===== config.mk =====
export PLATFORM = sky130hd
export DESIGN_NAME = erlang_term_stream_parser_unit
export DESIGN_NICKNAME = d
export VERILOG_FILES = /design/src/rtl/core/etsp_pkg.sv /design/src/rtl/core/erlang_term_stream_parser_unit.sv /design/src/rtl/core/etsp_ram.sv
export VERILOG_INCLUDE_DIRS = /design/src /design/src/rtl/core
export SDC_FILE = /design/constraint.sdc
export NUM_CORES = 1
export LEC_CHECK = 0
export BUFFER_PORTS_ARGS = -buffer_cell sky130_fd_sc_hd__buf_2
export CAP_MARGIN = 20
export CORE_ASPECT_RATIO = 1.4
export CORE_MARGIN = 4
export CORE_UTILIZATION = 35
export CTS_CLUSTER_DIAMETER = 120
export CTS_CLUSTER_SIZE = 25
export DETAILED_ROUTE_END_ITERATION = 12
export GPL_TIMING_DRIVEN = 1
export SLEW_MARGIN = 15
export SYNTH_ARGS = -nofsm -noshare
export SYNTH_HDL_FRONTEND = slang
export SYNTH_SLANG_ARGS = --single-unit

===== constraint.sdc =====
create_clock -name i_clk -period 11.6 [get_ports i_clk]
set_clock_uncertainty 0.1 [all_clocks]
set_input_delay 1.16 -clock i_clk [delete_from_list [all_inputs] [get_ports i_clk]]
set_output_delay 1.16 -clock i_clk [all_outputs]
set_load 0.03 [all_outputs]

===== src/rtl/core/erlang_term_stream_parser_unit_macros.svh =====
// Assertion macros shared by the term stream parser RTL.
`ifndef ERLANG_TERM_STREAM_PARSER_UNIT_MACROS_SVH
`define ERLANG_TERM_STREAM_PARSER_UNIT_MACROS_SVH

// Same-cycle implication, checked outside reset.
`define ETSP_ASSERT_IMP(label, ante, cons, msg) \
    label: assert property (@(posedge i_clk) disable iff (!i_rst_n) (ante) |-> (cons)) \
        else $error(msg);

// Next-cycle implication, checked outside reset.
`define ETSP_ASSERT_NXT(label, ante, cons, msg) \
    label: assert property (@(posedge i_clk) disable iff (!i_rst_n) (ante) |=> (cons)) \
        else $error(msg);

`endif


===== src/rtl/core/etsp_pkg.sv =====
// Types and codes of the term stream parser.
`timescale 1ns / 1ps

package etsp_pkg;

    typedef logic [3:0] t_event_kind;
    typedef logic [2:0] t_pend_tag;

    localparam t_event_kind K_TUPLE    = 4'd0;
    localparam t_event_kind K_LIST     = 4'd1;
    localparam t_event_kind K_NIL      = 4'd2;
    localparam t_event_kind K_INTEGER  = 4'd3;
    localparam t_event_kind K_ATOM     = 4'd4;
    localparam t_event_kind K_BINARY   = 4'd5;
    localparam t_event_kind K_STRING   = 4'd6;
    localparam t_event_kind K_PAYLOAD  = 4'd7;
    localparam t_event_kind K_BAD_START = 4'd8;
    localparam t_event_kind K_BAD_TAG  = 4'd9;
    localparam t_event_kind K_TOO_DEEP = 4'd10;
    localparam t_event_kind K_TRAILING = 4'd11;

    localparam t_pend_tag P_NONE     = 3'd0;
    localparam t_pend_tag P_SMALLINT = 3'd1;
    localparam t_pend_tag P_INT      = 3'd2;
    localparam t_pend_tag P_ATOM     = 3'd3;
    localparam t_pend_tag P_BINARY   = 3'd4;
    localparam t_pend_tag P_STRING   = 3'd5;
    localparam t_pend_tag P_TUPLE    = 3'd6;
    localparam t_pend_tag P_LIST     = 3'd7;

    localparam logic [7:0] START_BYTE    = 8'd131;
    localparam logic [7:0] TAG_SMALLINT  = 8'd97;
    localparam logic [7:0] TAG_INT       = 8'd98;
    localparam logic [7:0] TAG_ATOM      = 8'd100;
    localparam logic [7:0] TAG_SMALLATOM = 8'd115;
    localparam logic [7:0] TAG_BINARY    = 8'd109;
    localparam logic [7:0] TAG_STRING    = 8'd107;
    localparam logic [7:0] TAG_SMALLTUP  = 8'd104;
    localparam logic [7:0] TAG_LARGETUP  = 8'd105;
    localparam logic [7:0] TAG_NIL       = 8'd106;
    localparam logic [7:0] TAG_LIST      = 8'd108;

endpackage


===== src/rtl/core/erlang_term_stream_parser_unit.sv =====
// Streaming decoder of binary Erlang terms into token events.
// An event needing no stack walk is in the output register the cycle after its byte transfer.
// A byte that finishes an item walks the child-count stack before its event; each level
// visited takes a RAM read, then a decrement and write back or pop.
// Throughput: one byte per cycle while the output is not stalled and no stack walk runs.
// Reset is synchronous; the stack RAM is not cleared, its entries are pushed first.
`timescale 1ns / 1ps
`include "erlang_term_stream_parser_unit_macros.svh"

module erlang_term_stream_parser_unit #(
    parameter int MAX_DEPTH = 16
) (
    input  logic                  i_clk,
    input  logic                  i_rst_n,
    input  logic                  i_in_valid,
    output logic                  o_in_stall,
    input  logic [7:0]            i_byte_value,
    input  logic                  i_frame_start,
    output logic                  o_out_valid,
    input  logic                  i_out_stall,
    output etsp_pkg::t_event_kind o_event_kind,
    output logic [31:0]           o_event_value,
    output logic [4:0]            o_nest_level,
    output logic                  o_term_done
);

    import etsp_pkg::*;

    localparam int SP_W = $clog2(MAX_DEPTH + 1);
    localparam int AW   = (MAX_DEPTH > 1) ? $clog2(MAX_DEPTH) : 1;

    localparam logic [2:0] PH_START   = 3'd0;
    localparam logic [2:0] PH_TAG     = 3'd1;
    localparam logic [2:0] PH_SIZE    = 3'd2;
    localparam logic [2:0] PH_PAYLOAD = 3'd3;
    localparam logic [2:0] PH_DONE    = 3'd4;
    localparam logic [2:0] PH_ERROR   = 3'd5;

    localparam logic [1:0] SEQ_IDLE = 2'd0;
    localparam logic [1:0] SEQ_RD   = 2'd1;
    localparam logic [1:0] SEQ_CHK  = 2'd2;

    logic [2:0]      r_phase, n_phase;
    logic [1:0]      r_seq, n_seq;
    t_pend_tag       r_pend, n_pend;
    logic [2:0]      r_sbl, n_sbl;
    logic [31:0]     r_acc, n_acc;
    logic [31:0]     r_pl, n_pl;
    logic [SP_W-1:0] r_sp, n_sp;

    logic            r_out_valid, n_out_valid;
    t_event_kind     r_out_kind, n_out_kind;
    logic [31:0]     r_out_value, n_out_value;
    logic [4:0]      r_out_lvl, n_out_lvl;
    logic            r_out_done, n_out_done;

    logic            ram_we, ram_re;
    logic [AW-1:0]   ram_waddr, ram_raddr;
    logic [32:0]     ram_wdata, ram_rdata;

    logic            in_acc;
    logic [SP_W-1:0] sp_dec;
    logic [SP_W+4:0] sp_ext;
    logic            stack_full;

    assign o_in_stall = !((r_seq == SEQ_IDLE) && (!r_out_valid || !i_out_stall));
    assign in_acc     = i_in_valid && !o_in_stall;
    assign sp_dec     = r_sp - SP_W'(1);
    assign sp_ext     = (SP_W + 5)'(r_sp);
    assign stack_full = (r_sp == SP_W'(MAX_DEPTH));

    always_comb begin
        logic        do_emit;
        logic        do_close;
        t_event_kind ev_kind;
        logic [31:0] ev_val;
        logic [4:0]  ev_lvl;
        logic [31:0] acc_new;
        logic [2:0]  sbl_new;
        logic [31:0] pl_new;
        logic [32:0] dec;

        n_phase     = r_phase;
        n_seq       = r_seq;
        n_pend      = r_pend;
        n_sbl       = r_sbl;
        n_acc       = r_acc;
        n_pl        = r_pl;
        n_sp        = r_sp;
        n_out_valid = r_out_valid && i_out_stall;
        n_out_kind  = r_out_kind;
        n_out_value = r_out_value;
        n_out_lvl   = r_out_lvl;
        n_out_done  = r_out_done;
        ram_we      = 1'b0;
        ram_re      = 1'b0;
        ram_waddr   = r_sp[AW-1:0];
        ram_raddr   = sp_dec[AW-1:0];
        ram_wdata   = 33'd0;
        do_emit     = 1'b0;
        do_close    = 1'b0;
        ev_kind     = K_NIL;
        ev_val      = 32'd0;
        ev_lvl      = sp_ext[4:0];
        acc_new     = {r_acc[23:0], i_byte_value};
        sbl_new     = (r_sbl != 3'd0) ? (r_sbl - 3'd1) : 3'd0;
        pl_new      = (r_pl != 32'd0) ? (r_pl - 32'd1) : 32'd0;
        dec         = ram_rdata - 33'd1;

        unique case (r_seq)
            SEQ_IDLE: begin
                if (in_acc) begin
                    if (i_frame_start || (r_phase == PH_START)) begin
                        n_sp   = '0;
                        n_pend = P_NONE;
                        n_sbl  = 3'd0;
                        n_acc  = 32'd0;
                        n_pl   = 32'd0;
                        if (i_byte_value != START_BYTE) begin
                            n_phase = PH_ERROR;
                            do_emit = 1'b1;
                            ev_kind = K_BAD_START;
                            ev_val  = {24'd0, i_byte_value};
                            ev_lvl  = 5'd0;
                        end else begin
                            n_phase = PH_TAG;
                        end
                    end else begin
                        unique case (r_phase)
                            PH_TAG: begin
                                n_acc   = 32'd0;
                                n_phase = PH_SIZE;
                                unique case (i_byte_value)
                                    TAG_SMALLINT: begin
                                        n_pend = P_SMALLINT;
                                        n_sbl  = 3'd1;
                                    end
                                    TAG_INT: begin
                                        n_pend = P_INT;
                                        n_sbl  = 3'd4;
                                    end
                                    TAG_ATOM: begin
                                        n_pend = P_ATOM;
                                        n_sbl  = 3'd2;
                                    end
                                    TAG_SMALLATOM: begin
                                        n_pend = P_ATOM;
                                        n_sbl  = 3'd1;
                                    end
                                    TAG_BINARY: begin
                                        n_pend = P_BINARY;
                                        n_sbl  = 3'd4;
                                    end
                                    TAG_STRING: begin
                                        n_pend = P_STRING;
                                        n_sbl  = 3'd2;
                                    end
                                    TAG_SMALLTUP: begin
                                        n_pend = P_TUPLE;
                                        n_sbl  = 3'd1;
                                    end
                                    TAG_LARGETUP: begin
                                        n_pend = P_TUPLE;
                                        n_sbl  = 3'd4;
                                    end
                                    TAG_LIST: begin
                                        n_pend = P_LIST;
                                        n_sbl  = 3'd4;
                                    end
                                    TAG_NIL: begin
                                        n_phase  = r_phase;
                                        do_close = 1'b1;
                                        ev_kind  = K_NIL;
                                    end
                                    default: begin
                                        n_phase = PH_ERROR;
                                        do_emit = 1'b1;
                                        ev_kind = K_BAD_TAG;
                                        ev_val  = {24'd0, i_byte_value};
                                    end
                                endcase
                            end
                            PH_SIZE: begin
                                n_acc = acc_new;
                                n_sbl = sbl_new;
                                ev_val = acc_new;
                                if (sbl_new == 3'd0) begin
                                    case (r_pend) inside
                                        P_SMALLINT, P_INT: begin
                                            do_close = 1'b1;
                                            ev_kind  = K_INTEGER;
                                        end
                                        P_ATOM, P_BINARY, P_STRING: begin
                                            ev_kind = (r_pend == P_ATOM)   ? K_ATOM :
                                                      (r_pend == P_BINARY) ? K_BINARY :
                                                                             K_STRING;
                                            if (acc_new == 32'd0) begin
                                                do_close = 1'b1;
                                            end else begin
                                                do_emit = 1'b1;
                                                n_pl    = acc_new;
                                                n_phase = PH_PAYLOAD;
                                            end
                                        end
                                        P_TUPLE: begin
                                            ev_kind = K_TUPLE;
                                            if (acc_new == 32'd0) begin
                                                do_close = 1'b1;
                                            end else if (stack_full) begin
                                                ev_kind = K_TOO_DEEP;
                                                do_emit = 1'b1;
                                                n_phase = PH_ERROR;
                                            end else begin
                                                do_emit   = 1'b1;
                                                ram_we    = 1'b1;
                                                ram_wdata = {1'b0, acc_new};
                                                n_sp      = r_sp + SP_W'(1);
                                                n_phase   = PH_TAG;
                                            end
                                        end
                                        default: begin
                                            // A list counts its elements and its tail.
                                            do_emit = 1'b1;
                                            if (stack_full) begin
                                                ev_kind = K_TOO_DEEP;
                                                n_phase = PH_ERROR;
                                            end else begin
                                                ev_kind   = K_LIST;
                                                ram_we    = 1'b1;
                                                ram_wdata = {1'b0, acc_new} + 33'd1;
                                                n_sp      = r_sp + SP_W'(1);
                                                n_phase   = PH_TAG;
                                            end
                                        end
                                    endcase
                                end
                            end
                            PH_PAYLOAD: begin
                                n_pl    = pl_new;
                                ev_kind = K_PAYLOAD;
                                ev_val  = {24'd0, i_byte_value};
                                if (pl_new == 32'd0) begin
                                    do_close = 1'b1;
                                end else begin
                                    do_emit = 1'b1;
                                end
                            end
                            PH_DONE: begin
                                do_emit = 1'b1;
                                ev_kind = K_TRAILING;
                                ev_val  = {24'd0, i_byte_value};
                            end
                            default: begin
                            end
                        endcase
                    end

                    if (do_emit || do_close) begin
                        n_out_kind  = ev_kind;
                        n_out_value = ev_val;
                        n_out_lvl   = ev_lvl;
                        n_out_done  = 1'b0;
                    end
                    if (do_emit) begin
                        n_out_valid = 1'b1;
                    end
                    if (do_close) begin
                        if (r_sp == '0) begin
                            n_out_valid = 1'b1;
                            n_out_done  = 1'b1;
                            n_phase     = PH_DONE;
                        end else begin
                            n_seq = SEQ_RD;
                        end
                    end
                end
            end
            SEQ_RD: begin
                ram_re = 1'b1;
                n_seq  = SEQ_CHK;
            end
            SEQ_CHK: begin
                if (dec != 33'd0) begin
                    // The open container still has children to come.
                    ram_we      = 1'b1;
                    ram_waddr   = sp_dec[AW-1:0];
                    ram_wdata   = dec;
                    n_phase     = PH_TAG;
                    n_out_valid = 1'b1;
                    n_out_done  = 1'b0;
                    n_seq       = SEQ_IDLE;
                end else begin
                    n_sp = sp_dec;
                    if (sp_dec == '0) begin
                        n_phase     = PH_DONE;
                        n_out_valid = 1'b1;
                        n_out_done  = 1'b1;
                        n_seq       = SEQ_IDLE;
                    end else begin
                        n_seq = SEQ_RD;
                    end
                end
            end
            default: begin
                n_seq = SEQ_IDLE;
            end
        endcase
    end

    always_ff @(posedge i_clk) begin
        if (!i_rst_n) begin
            r_phase     <= PH_START;
            r_seq       <= SEQ_IDLE;
            r_pend      <= P_NONE;
            r_sbl       <= 3'd0;
            r_acc       <= 32'd0;
            r_pl        <= 32'd0;
            r_sp        <= '0;
            r_out_valid <= 1'b0;
        end else begin
            r_phase     <= n_phase;
            r_seq       <= n_seq;
            r_pend      <= n_pend;
            r_sbl       <= n_sbl;
            r_acc       <= n_acc;
            r_pl        <= n_pl;
            r_sp        <= n_sp;
            r_out_valid <= n_out_valid;
        end
    end

    always_ff @(posedge i_clk) begin
        r_out_kind  <= n_out_kind;
        r_out_value <= n_out_value;
        r_out_lvl   <= n_out_lvl;
        r_out_done  <= n_out_done;
    end

    etsp_ram #(
        .DEPTH (MAX_DEPTH),
        .WIDTH (33)
    ) u_stack (
        .i_clk   (i_clk),
        .i_we    (ram_we),
        .i_waddr (ram_waddr),
        .i_wdata (ram_wdata),
        .i_re    (ram_re),
        .i_raddr (ram_raddr),
        .o_rdata (ram_rdata)
    );

    assign o_out_valid   = r_out_valid;
    assign o_event_kind  = r_out_kind;
    assign o_event_value = r_out_value;
    assign o_nest_level  = r_out_lvl;
    assign o_term_done   = r_out_done;

    `ETSP_ASSERT_IMP(a_busy_stalls, r_seq != SEQ_IDLE, o_in_stall, "transfer taken while closing")
    `ETSP_ASSERT_IMP(a_sp_bound, 1'b1, r_sp <= SP_W'(MAX_DEPTH), "stack pointer past depth")
    `ETSP_ASSERT_IMP(a_close_no_out, r_seq != SEQ_IDLE, !r_out_valid, "event shown mid-close")
    `ETSP_ASSERT_IMP(a_done_kind, r_out_valid && r_out_done, r_out_kind <= K_PAYLOAD,
        "term done on an error event")
    `ETSP_ASSERT_NXT(a_rd_then_chk, r_seq == SEQ_RD, r_seq == SEQ_CHK, "stack read not checked")

endmodule


===== src/rtl/core/etsp_ram.sv =====
// Generic single-port-write, single-port-read RAM with registered read data.
`timescale 1ns / 1ps

module etsp_ram #(
    parameter int DEPTH = 16,
    parameter int WIDTH = 33,
    localparam int AW = (DEPTH > 1) ? $clog2(DEPTH) : 1
) (
    input  logic             i_clk,
    input  logic             i_we,
    input  logic [AW-1:0]    i_waddr,
    input  logic [WIDTH-1:0] i_wdata,
    input  logic             i_re,
    input  logic [AW-1:0]    i_raddr,
    output logic [WIDTH-1:0] o_rdata
);

    logic [WIDTH-1:0] r_mem [DEPTH];
    logic [WIDTH-1:0] r_rdata;

    always_ff @(posedge i_clk) begin
        if (i_we) begin
            r_mem[i_waddr] <= i_wdata;
        end
        if (i_re) begin
            r_rdata <= r_mem[i_raddr];
        end
    end

    assign o_rdata = r_rdata;

endmodule

Yosys cells after proc, flatten, opt, wreduce, memory -nomap -nowiden
Memory sizes are Yosys's and may differ from the RTL's. A register that Yosys moved wholly into a read port is not among the register bits.
Index checks and enable logic that the tools add are counted.
{"block": "classes", "n_addsub": 6, "eq_ne": 39, "mux": 134, "reduce_logical": 42}
{"op": "$mux 33", "n": 9}
{"op": "$mux 32", "n": 9}
{"op": "$pmux 32 s3", "n": 1}
{"op": "$eq 8x7->1 const B", "n": 10}
{"op": "$pmux 33 s2", "n": 1}
{"op": "$logic_not 32->1", "n": 2}
{"op": "$pmux 32 s2", "n": 1}
{"op": "$mux 5", "n": 12}
{"op": "$mux 3", "n": 18}
{"op": "$mux 1", "n": 48}
{"op": "$mux 4", "n": 12}
{"op": "$pmux 24 s2", "n": 1}
{"op": "$add 32x1->33 const B", "n": 1}
{"op": "$reduce_bool 33->1", "n": 1}
{"op": "$sub 33x1->33 const B", "n": 1}
{"op": "$reduce_bool 32->1", "n": 1}
{"op": "$sub 32x1->32 const B", "n": 1}
{"op": "$mux 24", "n": 1}
{"op": "$pmux 3 s2", "n": 4}
{"op": "$ne 3x3->1 const B", "n": 7}
{"op": "$pmux 3 s7", "n": 1}
{"op": "$mux 8", "n": 2}
{"op": "$pmux 4 s4", "n": 1}
{"op": "$eq 3x2->1 const B", "n": 4}
{"op": "39 further kinds", "n": 72}
{"block": "word_totals", "regBits": 115, "ram_bits": 528, "inputBits": 13, "wordCells": 234, "n_memories": 1}
{"name": "u_stack.r_mem", "words": 16, "word_bits": 33, "read_ports": 1, "rd_clocked_by_memory_dff": 1, "write_ports": 1, "line": "etsp_ram.sv:18", "text": "logic [WIDTH-1:0] r_mem [DEPTH];"}

Logic depth before layout (Yosys ltp)
Gate-level depths: netlist of run 1.
{"block": "depth", "word_depth": 16, "mapped_depth": 14, "mapped_depth_nobuf": 11}

By module
Synthesis of run 1 repeated with hierarchy kept, for this count alone.
{"block": "hier_totals", "cells_unflattened": 2155, "area_unflattened_um2": 30516.8}
{"module": "etsp_ram", "instances": 1, "cells_each": 864, "area_per_inst_um2": 20960.1}
{"module": "erlang_term_stream_parser_unit", "instances": 1, "cells_each": 1291, "area_per_inst_um2": 9556.7}

Least setup slack after synthesis of run 1
OpenSTA, ideal clock, no wires.
{"block": "synth_path", "path_kind": "register to register", "start": "reg r_sp[0]", "end": "mem u_stack.r_mem[7][0] (enable)", "setup_ps": 423, "arrival_ps": 5314, "setup_slack_ps": 5763, "stages_incl_launch_ff": 12, "path_buffers": 5, "period_less_slack_ps": 5837, "path_cell_list": "dfxtp_1 clkbuf_1 clkbuf_1 buf_1 clkbuf_1 inv_1 ha_1 xor2_1 clkbuf_1 and3_1 a21oi_1 nor2_1"}
{"block": "synth_via", "elab_chain_cells": 13, "word_cells_on_any_way": 16, "cone_classes": "add/sub: 1; eq/ne: 1; mux: 14"}
{"element": "from (decl)", "line": "erlang_term_stream_parser_unit.sv:49", "text": "logic [SP_W-1:0] r_sp, n_sp;"}
{"element": "from (signal assigned)", "line": "erlang_term_stream_parser_unit.sv:327", "text": "r_sp <= n_sp;"}
{"element": "$eq 5x5->1", "line": "erlang_term_stream_parser_unit.sv:70", "text": "assign stack_full = (r_sp == SP_W'(MAX_DEPTH));"}
{"element": "$mux 1", "line": "erlang_term_stream_parser_unit.sv:209, erlang_term_stream_parser_unit.sv:224"}
{"element": "$mux 1", "line": "erlang_term_stream_parser_unit.sv:207", "text": "if (acc_new == 32'd0) begin"}
{"element": "$mux 1 (3 in series)", "line": "erlang_term_stream_parser_unit.sv:188", "text": "case (r_pend) inside"}
{"element": "$mux 1", "line": "erlang_term_stream_parser_unit.sv:187", "text": "if (sbl_new == 3'd0) begin"}
{"element": "$mux 1", "line": "erlang_term_stream_parser_unit.sv:129", "text": "unique case (r_phase)"}
{"element": "$mux 1", "line": "erlang_term_stream_parser_unit.sv:113", "text": "if (i_frame_start || (r_phase == PH_START)) begin"}
{"element": "$mux 1", "line": "erlang_term_stream_parser_unit.sv:112", "text": "if (in_acc) begin"}
{"element": "$pmux 1 s2", "line": "erlang_term_stream_parser_unit.sv:110", "text": "unique case (r_seq)"}
{"element": "$mux 1", "line": "etsp_ram.sv:22", "text": "if (i_we) begin"}
{"element": "$mux 1 (not written as such)", "line": "etsp_ram.sv:23", "text": "r_mem[i_waddr] <= i_wdata;"}
{"element": "to (decl)", "line": "etsp_ram.sv:18"}
Several ways; a longest one is shown, not always the timed one.

Final worst setup path of run 1
{"block": "layout_path", "start": "reg u_stack.r_rdata[0], in the netlist u_stack.o_rdata[0] (read register of u_stack.r_mem)", "end": "mem u_stack.r_mem[15][30] (enable)"}
{"block": "layout_via", "elab_chain_cells": 6, "word_cells_on_any_way": 8, "cone_classes": "add/sub: 1; mux: 6; reduce/logical: 1"}
{"element": "from (decl)", "line": "etsp_ram.sv:19", "text": "logic [WIDTH-1:0] r_rdata;"}
{"element": "$sub 33x1->33 (*)", "line": "erlang_term_stream_parser_unit.sv:108", "text": "dec = ram_rdata - 33'd1;"}
{"element": "$reduce_bool 33->1 (*)", "line": "erlang_term_stream_parser_unit.sv:283", "text": "if (dec != 33'd0) begin"}
{"element": "$mux 1", "line": "erlang_term_stream_parser_unit.sv:283"}
{"element": "$pmux 1 s2", "line": "erlang_term_stream_parser_unit.sv:110"}
{"element": "$mux 1", "line": "etsp_ram.sv:22"}
{"element": "$mux 1 (not written as such)", "line": "etsp_ram.sv:23"}
Every way passes the cells marked *; elsewhere a longest branch is shown, timed or not.

==> results of run 1 <==
## cell families (layout without fill, tap and decap cells)
kind of cell             count (synthesis)  count (layout)  share of synthesized area (%)
XOR/XNOR                                54              54                           1.59
flip-flops                             676             676                           65.6
AND/OR/NAND/NOR                        600             600                           10.8
multiplexers                           169             169                           12.6
AO/OA/AOI/OAI                          313             313                           6.88
buffers and inverters                  153             186                           2.00
adder cells (fa/ha/maj)                 12              12                          0.503
## sequential cells by signal, indices dropped and copies added, names as in the netlist
signal           cells
r_pl                32
u_stack.o_rdata     33
r_phase              3
r_acc               24
o_term_done          1
r_pend               3
o_event_value       32
o_out_valid          1
r_sp                 5
r_seq                2
o_event_kind         4
r_sbl                3
u_stack.r_mem      528
o_nest_level         5
## per-stage QoR
stage / hold slack, ps / util, % / worst slack (ps) / cells / area, um^2
final: 432 / 38.5 / 6310 / 3098 / 32500
after global routing: 488 / 38.5 / 6030 / 3098 / 32500
after CTS: 436 / 38.4 / 6370 / 3097 / 32500
after detailed placement: 420 / 37.4 / 6310 / 3040 / 31600
after global placement: 407 / 37.3 / 6530 / 3040 / 31500
after floorplan: 384 / - / 5760 / 1977 / 29800
## routing by layer
metal,vias to the layer above,track usage (%),wire length [um]
met5,-,0,20
met4,2,5.02,2560
met3,133,1.54,3810
met2,616,30.2,40300
met1,9138,21.2,30100
li1,7820,-,-
## worst reg2reg max path: stages, from the launching register on
cell	delay, ps
edfxtp_1	510
inv_1	140
ha_1	280
nor4b_2	540
nand2_1	360
nor3_2	390
mux2i_1	160
a211oi_1	670
a21oi_2	100
buf_4	260
a31oi_1	820
nor2_4	270
buf_4	360
## cell type report
| class | instances | share of cell area (%) |
|---|---|---|
| inverters | 21 | 0.242 |
| clock inverters | 2 | 0.0770 |
| repair buffers | 108 | 2.06 |
| well taps | 1088 | 4.19 |
| clock buffers | 55 | 2.66 |
| flip-flops and latches | 676 | 60.2 |
| multi-input cells | 1148 | 30.6 |
## cells in the mapped netlist, types with 7 or more instances
cell type | count | area (um^2)
nand4_1 | 27 | 169
a22oi_1 | 19 | 143
clkbuf_1 | 111 | 417
nor2b_1 | 52 | 325
and2_1 | 33 | 206
nor4_1 | 31 | 194
nand2_1 | 127 | 477
o31a_1 | 7 | 61.3
nor2_1 | 94 | 353
a21boi_0 | 29 | 218
o22ai_1 | 18 | 113
mux4_2 | 165 | 3720
inv_1 | 20 | 75.1
buf_2 | 11 | 55.1
xor2_1 | 21 | 184
or4_1 | 12 | 90.1
dfxtp_1 | 73 | 1460
edfxtp_1 | 603 | 18100
a21oi_1 | 91 | 455
and3_1 | 17 | 106
xnor2_1 | 33 | 289
buf_1 | 8 | 30.0
ha_1 | 12 | 150
a31oi_1 | 13 | 81.3
o21ai_0 | 58 | 290
nand3_1 | 39 | 195
nor3b_1 | 8 | 60.1
or2_2 | 10 | 62.6
or3_1 | 17 | 106
nor3_1 | 89 | 445
a211oi_1 | 7 | 52.6
## path summary, 6_finish.rpt
check | endpoint | slack [ps] | depth (start not counted)
max | u_stack.r_mem[15][30]$_DFFE_PP_ | 6310 | 12
min | r_sbl[0]$_SDFFE_PN0P_ | 430 | 2
max reg2reg | u_stack.r_mem[15][30]$_DFFE_PP_ | 6310 | 12
min reg2reg | r_sbl[0]$_SDFFE_PN0P_ | 430 | 2
## report_power, final
group,total (mW),internal [mW],switching (mW),leakage (nW)
clock,1.26,0.514,0.742,0.422
sequential,2.64,2.63,0.0128,4.83
combinational,0.319,0.105,0.214,2.97
total,4.21,3.25,0.969,8.21
==> out/results.txt, run 1 <==
CP Data Arrival Time -> 5520 ps
fill count -> 7,761
clock-pin slew on the worst setup and hold paths -> 110 ps
initial antenna violation count -> 1
initial core utilization -> 35.3%
area of the multi-input gates -> 9940 um^2
Power, Total -> 4.21 mW
Placement Rows -> 126
Final TNS setup -> 0 ps
Clock Latency Late Sink -> 640 ps
routed wire length -> 76,800 um
final net count -> 2,011
final count of hold timing violations -> 0
commonest non-fill, non-tap cell in the layout -> edfxtp_1
Pins Over Slew Limit -> 0
ys async rst share -> 0%
Die Width -> 255 um
peak supply drop -> 0.118 mV
first-pass GRT wire length -> 115,000 um
HP Class -> flop to flop
Yosys reg bits -> 676
Post-synth EDFFs -> 603
Iter 0 DRT Violations -> 1,853
unrepaired setup endpoints after global routing -> no
CP startpoint -> u_stack.o_rdata[0]$_DFFE_PN_
I/O Pins -> 57
CP Max Fanout -> 22
endpoints failing setup -> 0
CTS Root Cell -> clkbuf_16
Yosys cell types -> 86
most frequent cells in the layout -> edfxtp_1, mux4_2, nand2_1, a21oi_1, nor3_1
yosys warns -> 0
pwr dens -> 130 nW/um^2
DRC -> 0
Mapped Cells -> 1,977
Period Utilization, post-route -> 45.6%
htree depth -> 1
WS Path Type -> flop to flop
P_leak -> 8.21 nW
Die ar. -> 90,000 um^2
DRT Pass-1 Iters -> 7
setup repair bufs after CTS -> 0
Hold Startpoint -> r_sbl[0]$_SDFFE_PN0P_
Core Box Area -> 84,500 um^2
ANT nets after route -> 0
fraction of layout cells with a size suffix above 1 -> 19.1%
Tot GR Track Use -> 16.7%
largest net degree at the start of global routing -> 76
RR Startpoint -> u_stack.o_rdata[0]$_DFFE_PN_
Clock Tree Buf Depth -> 3
Area Overhead vs Synth -> 9.00%
Slew Limit Headroom -> 25.6%
# clock sinks -> 676
status -> complete, no violations
max frequency -> 189 MHz
vias per cell -> 5.72
CP Launch Type -> flop
Avg Inst Size Synth -> 15.1 um^2
Crit path required time -> 11,830 ps
vias in the first global route -> 17.8k
Most used DFF post-synth -> edfxtp_1
Worst setup EP type -> flop
clock buffer count from CTS -> 31
CP top delay family -> compound AO/OA/AOI/OAI gates
IO Port Bufs -> 56
Hold Buf Count CTS -> 0
Max Cap Viol -> 0
antenna cells -> 0
crit-path cells -> inv_1 -> ha_1 -> nor4b_2 -> nand2_1 -> nor3_2 -> mux2i_1 -> a211oi_1 -> a21oi_2 -> buf_4 -> a31oi_1 -> nor2_4 -> buf_4
hpwl dp -> 48,800 um
Reg area -> 19,600 um^2
Crit path top cell by count -> buf_4
Synth Net Count -> 2,002
Cell Area, Synth -> 29,800 um^2
CTS tree -> built
remaining global-route overflow -> 0
Worst path slowest cell -> a31oi_1
vias -> 17.7k
Tightest Pin Transition -> 1120 ps
GP Congestion -> 0.900
register area share after synthesis -> 65.6%
Die H -> 353 um
worst stage delay on the critical path -> 820 ps
Final Critical Period -> 5290 ps
Bufs and invs on worst path -> 3
Avg WL per Cell -> 24.8 um
CTS resizes -> 0
No activity file was read; power rests on OpenSTA's default activity.
==> run 2, diff against run 1 <==
- ABC_AREA: unset -> 1
- clock period: 11.6 -> 5.4 ns (I/O delays scaled with it)
==> run 2 against run 1 <==
Cell count grew 30%. Critical path depth rose by 3. Core utilization rose by 0.36 points. Setup slack worse by 5400 ps. Power increased by 150%. Combinational power grew to 6.2 times the previous value. Synthesized area is 2.0% higher. Die area rose by 1.9%. First-iteration DRC count is 14% higher.
==> out/results.txt, run 2 <==
Setup WS pre-CTS -> 892 ps (was 6310 ps)
Tightest Pin Transition -> 1100 ps (was 1120 ps)
Clock Tree Buf Depth -> 3 (unchanged)
Synth Area in XOR/XNOR -> 1.30% (was 1.59%)
Max Cap Viol -> 0 (unchanged)
status -> complete, no violations (unchanged)
Final Non-Filler Cells -> 4,039 (was 3,098)
initial core utilization -> 35.4% (was 35.3%)
antenna cells -> 0 (unchanged)
initial antenna violation count -> 0 (was 1)
Avg WL per Cell -> 21.3 um (was 24.8 um)
Tot GR Track Use -> 18.0% (was 16.7%)
first-pass GRT wire length -> 129,000 um (was 115,000 um)
Placement Rows -> 127 (was 126)
Area Overhead vs Synth -> 9.73% (was 9.00%)
Worst path slowest cell -> nor2_4 (was a31oi_1)
largest net degree at the start of global routing -> 153 (was 76)
worst stage delay on the critical path -> 900 ps (was 820 ps)
Largest register FFs -> 528 (unchanged)
max frequency -> 220 MHz (was 189 MHz)
P_leak -> 10.7 nW (was 8.21 nW)
CTS resizes -> 0 (unchanged)
Final Critical Period -> 4540 ps (was 5290 ps)
Crit path required time -> 5550 ps (was 11,830 ps)
WS Path Type -> flop to flop (unchanged)
CP Max Fanout -> 33 (was 22)
Avg Inst Size Synth -> 10.7 um^2 (was 15.1 um^2)
Clock Latency Late Sink -> 650 ps (was 640 ps)
vias per cell -> 5.35 (was 5.72)
remaining global-route overflow -> 0 (unchanged)
Post-Place Cells -> 3,974 (was 3,040)
CTS tree -> built (unchanged)
Worst setup EP type -> flop (unchanged)
I/O Pins -> 57 (unchanged)
DRT Pass-1 Iters -> 6 (was 7)
Iter 0 DRT Violations -> 2,119 (was 1,853)
Die Width -> 257 um (was 255 um)
# clock sinks -> 676 (unchanged)
Bufs and invs on worst path -> 1 (was 3)
ys async rst share -> 0% (unchanged)
leading area contributor after synthesis -> edfxtp_1 (unchanged)
Period Utilization, post-route -> 84.1% (was 45.6%)
unrepaired setup endpoints after global routing -> no (unchanged)
Cell Area, Synth -> 30,400 um^2 (was 29,800 um^2)
WHS -> 132 ps (was 432 ps)
adder-cell share of the synthesized area -> 0.493% (was 0.503%)
Yosys cell types -> 58 (was 86)
Most used DFF post-synth -> edfxtp_1 (unchanged)
yosys warns -> 0 (unchanged)
htree depth -> 1 (unchanged)
Post-synth EDFFs -> 603 (unchanged)
Die ar. -> 91,800 um^2 (was 90,000 um^2)
Core Box Area -> 86,000 um^2 (was 84,500 um^2)
Post-Synth Simple-Gate Area -> 14.9% (was 10.8%)
final setup margin -> 860 ps (was 6310 ps)
pwr dens -> 314 nW/um^2 (was 130 nW/um^2)
hpwl dp -> 58,000 um (was 48,800 um)
largest family of logic cells by synthesized area -> simple AND/OR/NAND/NOR gates (was multiplexers)
most frequent cells in the layout -> edfxtp_1, nor2_1, nand2_1, o21ai_0, inv_1 (was edfxtp_1, mux4_2, nand2_1, a21oi_1, nor3_1)
Slew Limit Headroom -> 26.5% (was 25.6%)
register area share after synthesis -> 64.3% (was 65.6%)
DRC -> 0 (unchanged)
CP top delay family -> simple AND/OR/NAND/NOR gates (was compound AO/OA/AOI/OAI gates)
Pins Over Slew Limit -> 0 (unchanged)
setup repair bufs after CTS -> 0 (unchanged)
Synth top area share -> 59.5% (was 60.7%)
final count of hold timing violations -> 0 (unchanged)
mux share of post-synthesis cell area -> 2.86% (was 12.6%)
vias in the first global route -> 21.0k (was 17.8k)
IO Port Bufs -> 56 (unchanged)
commonest non-fill, non-tap cell in the layout -> edfxtp_1 (unchanged)
routed wire length -> 85,900 um (was 76,800 um)
Mapped Cells -> 2,842 (was 1,977)
HP Class -> input port to flop (was flop to flop)
CTS Root Cell -> clkbuf_16 (unchanged)
Yosys reg bits -> 676 (unchanged)
CP Data Arrival Time -> 4690 ps (was 5520 ps)
Largest Register -> u_stack.r_mem (unchanged)
most frequent cell after synthesis -> edfxtp_1 (unchanged)
Die H -> 357 um (was 353 um)
Area after DPL -> 32,400 um^2 (was 31,600 um^2)
final net count -> 2,878 (was 2,011)
Post-synth top cells -> edfxtp_1, nor2_1, nand2_1 (was edfxtp_1, mux4_2, nand2_1)
Power, Total -> 10.5 mW (was 4.21 mW)
endpoints failing setup -> 0 (unchanged)
Final TNS setup -> 0 ps (unchanged)
Synth Area in Compound Gates -> 12.1% (was 6.88%)
vias -> 21.6k (was 17.7k)
clock buffer count from CTS -> 31 (unchanged)
CP Launch Type -> flop (unchanged)
clock-pin slew on the worst setup and hold paths -> 110 ps (about the same)
Hold Buf Count CTS -> 0 (unchanged)
crit-path cells -> inv_1 -> ha_1 -> nand2_2 -> nor2_4 -> nand4_2 -> or2_2 -> xor2_1 -> nand4_1 -> nor2_2 -> nand2_2 -> nand2_8 -> xor2_4 -> nor2_1 -> nand2_1 -> nor2_4 (was inv_1 -> ha_1 -> nor4b_2 -> nand2_1 -> nor3_2 -> mux2i_1 -> a211oi_1 -> a21oi_2 -> buf_4 -> a31oi_1 -> nor2_4 -> buf_4)
ANT nets after route -> 0 (unchanged)
Synth area leaders -> edfxtp_1, nor2_1, o21ai_0, dfxtp_1, nand2_1 (was edfxtp_1, mux4_2, dfxtp_1, nand2_1, a21oi_1)
fraction of layout cells with a size suffix above 1 -> 7.78% (was 19.1%)
GP Congestion -> 0.907 (was 0.900)
Synth Net Count -> 2,867 (was 2,002)
Final Instance Area -> 33,400 um^2 (was 32,500 um^2)
peak supply drop -> 0.221 mV (was 0.118 mV)
Core Util, Final -> 38.8% (was 38.5%)
run 2: cell types whose count changed after synthesis, sizes merged, moves of 60 or more:
cell / delta
inv: +155
mux2i: +84
mux4: -165
nand2: +219
nand3: +77
nor2: +417
o21ai: +249
o221ai: +60
run 2: cells by family after synthesis:
family | count (synthesis)
muxes | 87
xor gates and xnor gates | 42
and+or+nand+nor | 1080
DFF | 676
AOI/OAI and AO/OA | 622
adders and majority gates | 12
buffers and inverters | 323
run 2: layout make-up:
cell class | instances | area [um^2]
fillers | 8240 | 52600
well taps | 1161 | 1450
multi-input cells | 1843 | 9800
clock buffers | 56 | 880
repair buffers | 123 | 966
inverters | 178 | 676
flip-flops and latches | 676 | 19600
clock inverters | 2 | 38.8
run 2: path summary, 6_finish.rpt:
kind,start,end,slack (ps),cells after the start
worst max-delay path,u_stack.o_rdata[0]$_DFFE_PN_,u_stack.r_mem[5][27]$_DFFE_PP_,860,15
worst min-delay path,i_byte_value[1],r_acc[1]$_SDFFE_PN0P_,130,3
worst max register to register,u_stack.o_rdata[0]$_DFFE_PN_,u_stack.r_mem[5][27]$_DFFE_PP_,860,15
worst min register to register,r_acc[5]$_SDFFE_PN0P_,r_acc[5]$_SDFFE_PN0P_,390,2
run 2: worst min-delay path, cell delays in order:
cell     delay [ps]
buf_2           160
nand2_1          80
a21oi_1          60
run 2: routing by layer:
metal  GRT usage (%)  routed length, um  up-vias
met5               0                  0        -
met4            6.43               3220        0
met3            1.59               3730      143
met2            33.8              45300      616
met1            21.5              33600    10686
li1                -                  -    10180
run 2: where the power goes:
group | switching, mW | internal [mW]
clock network | 1.60 | 1.12
logic | 1.45 | 0.546
registers | 0.0486 | 5.72
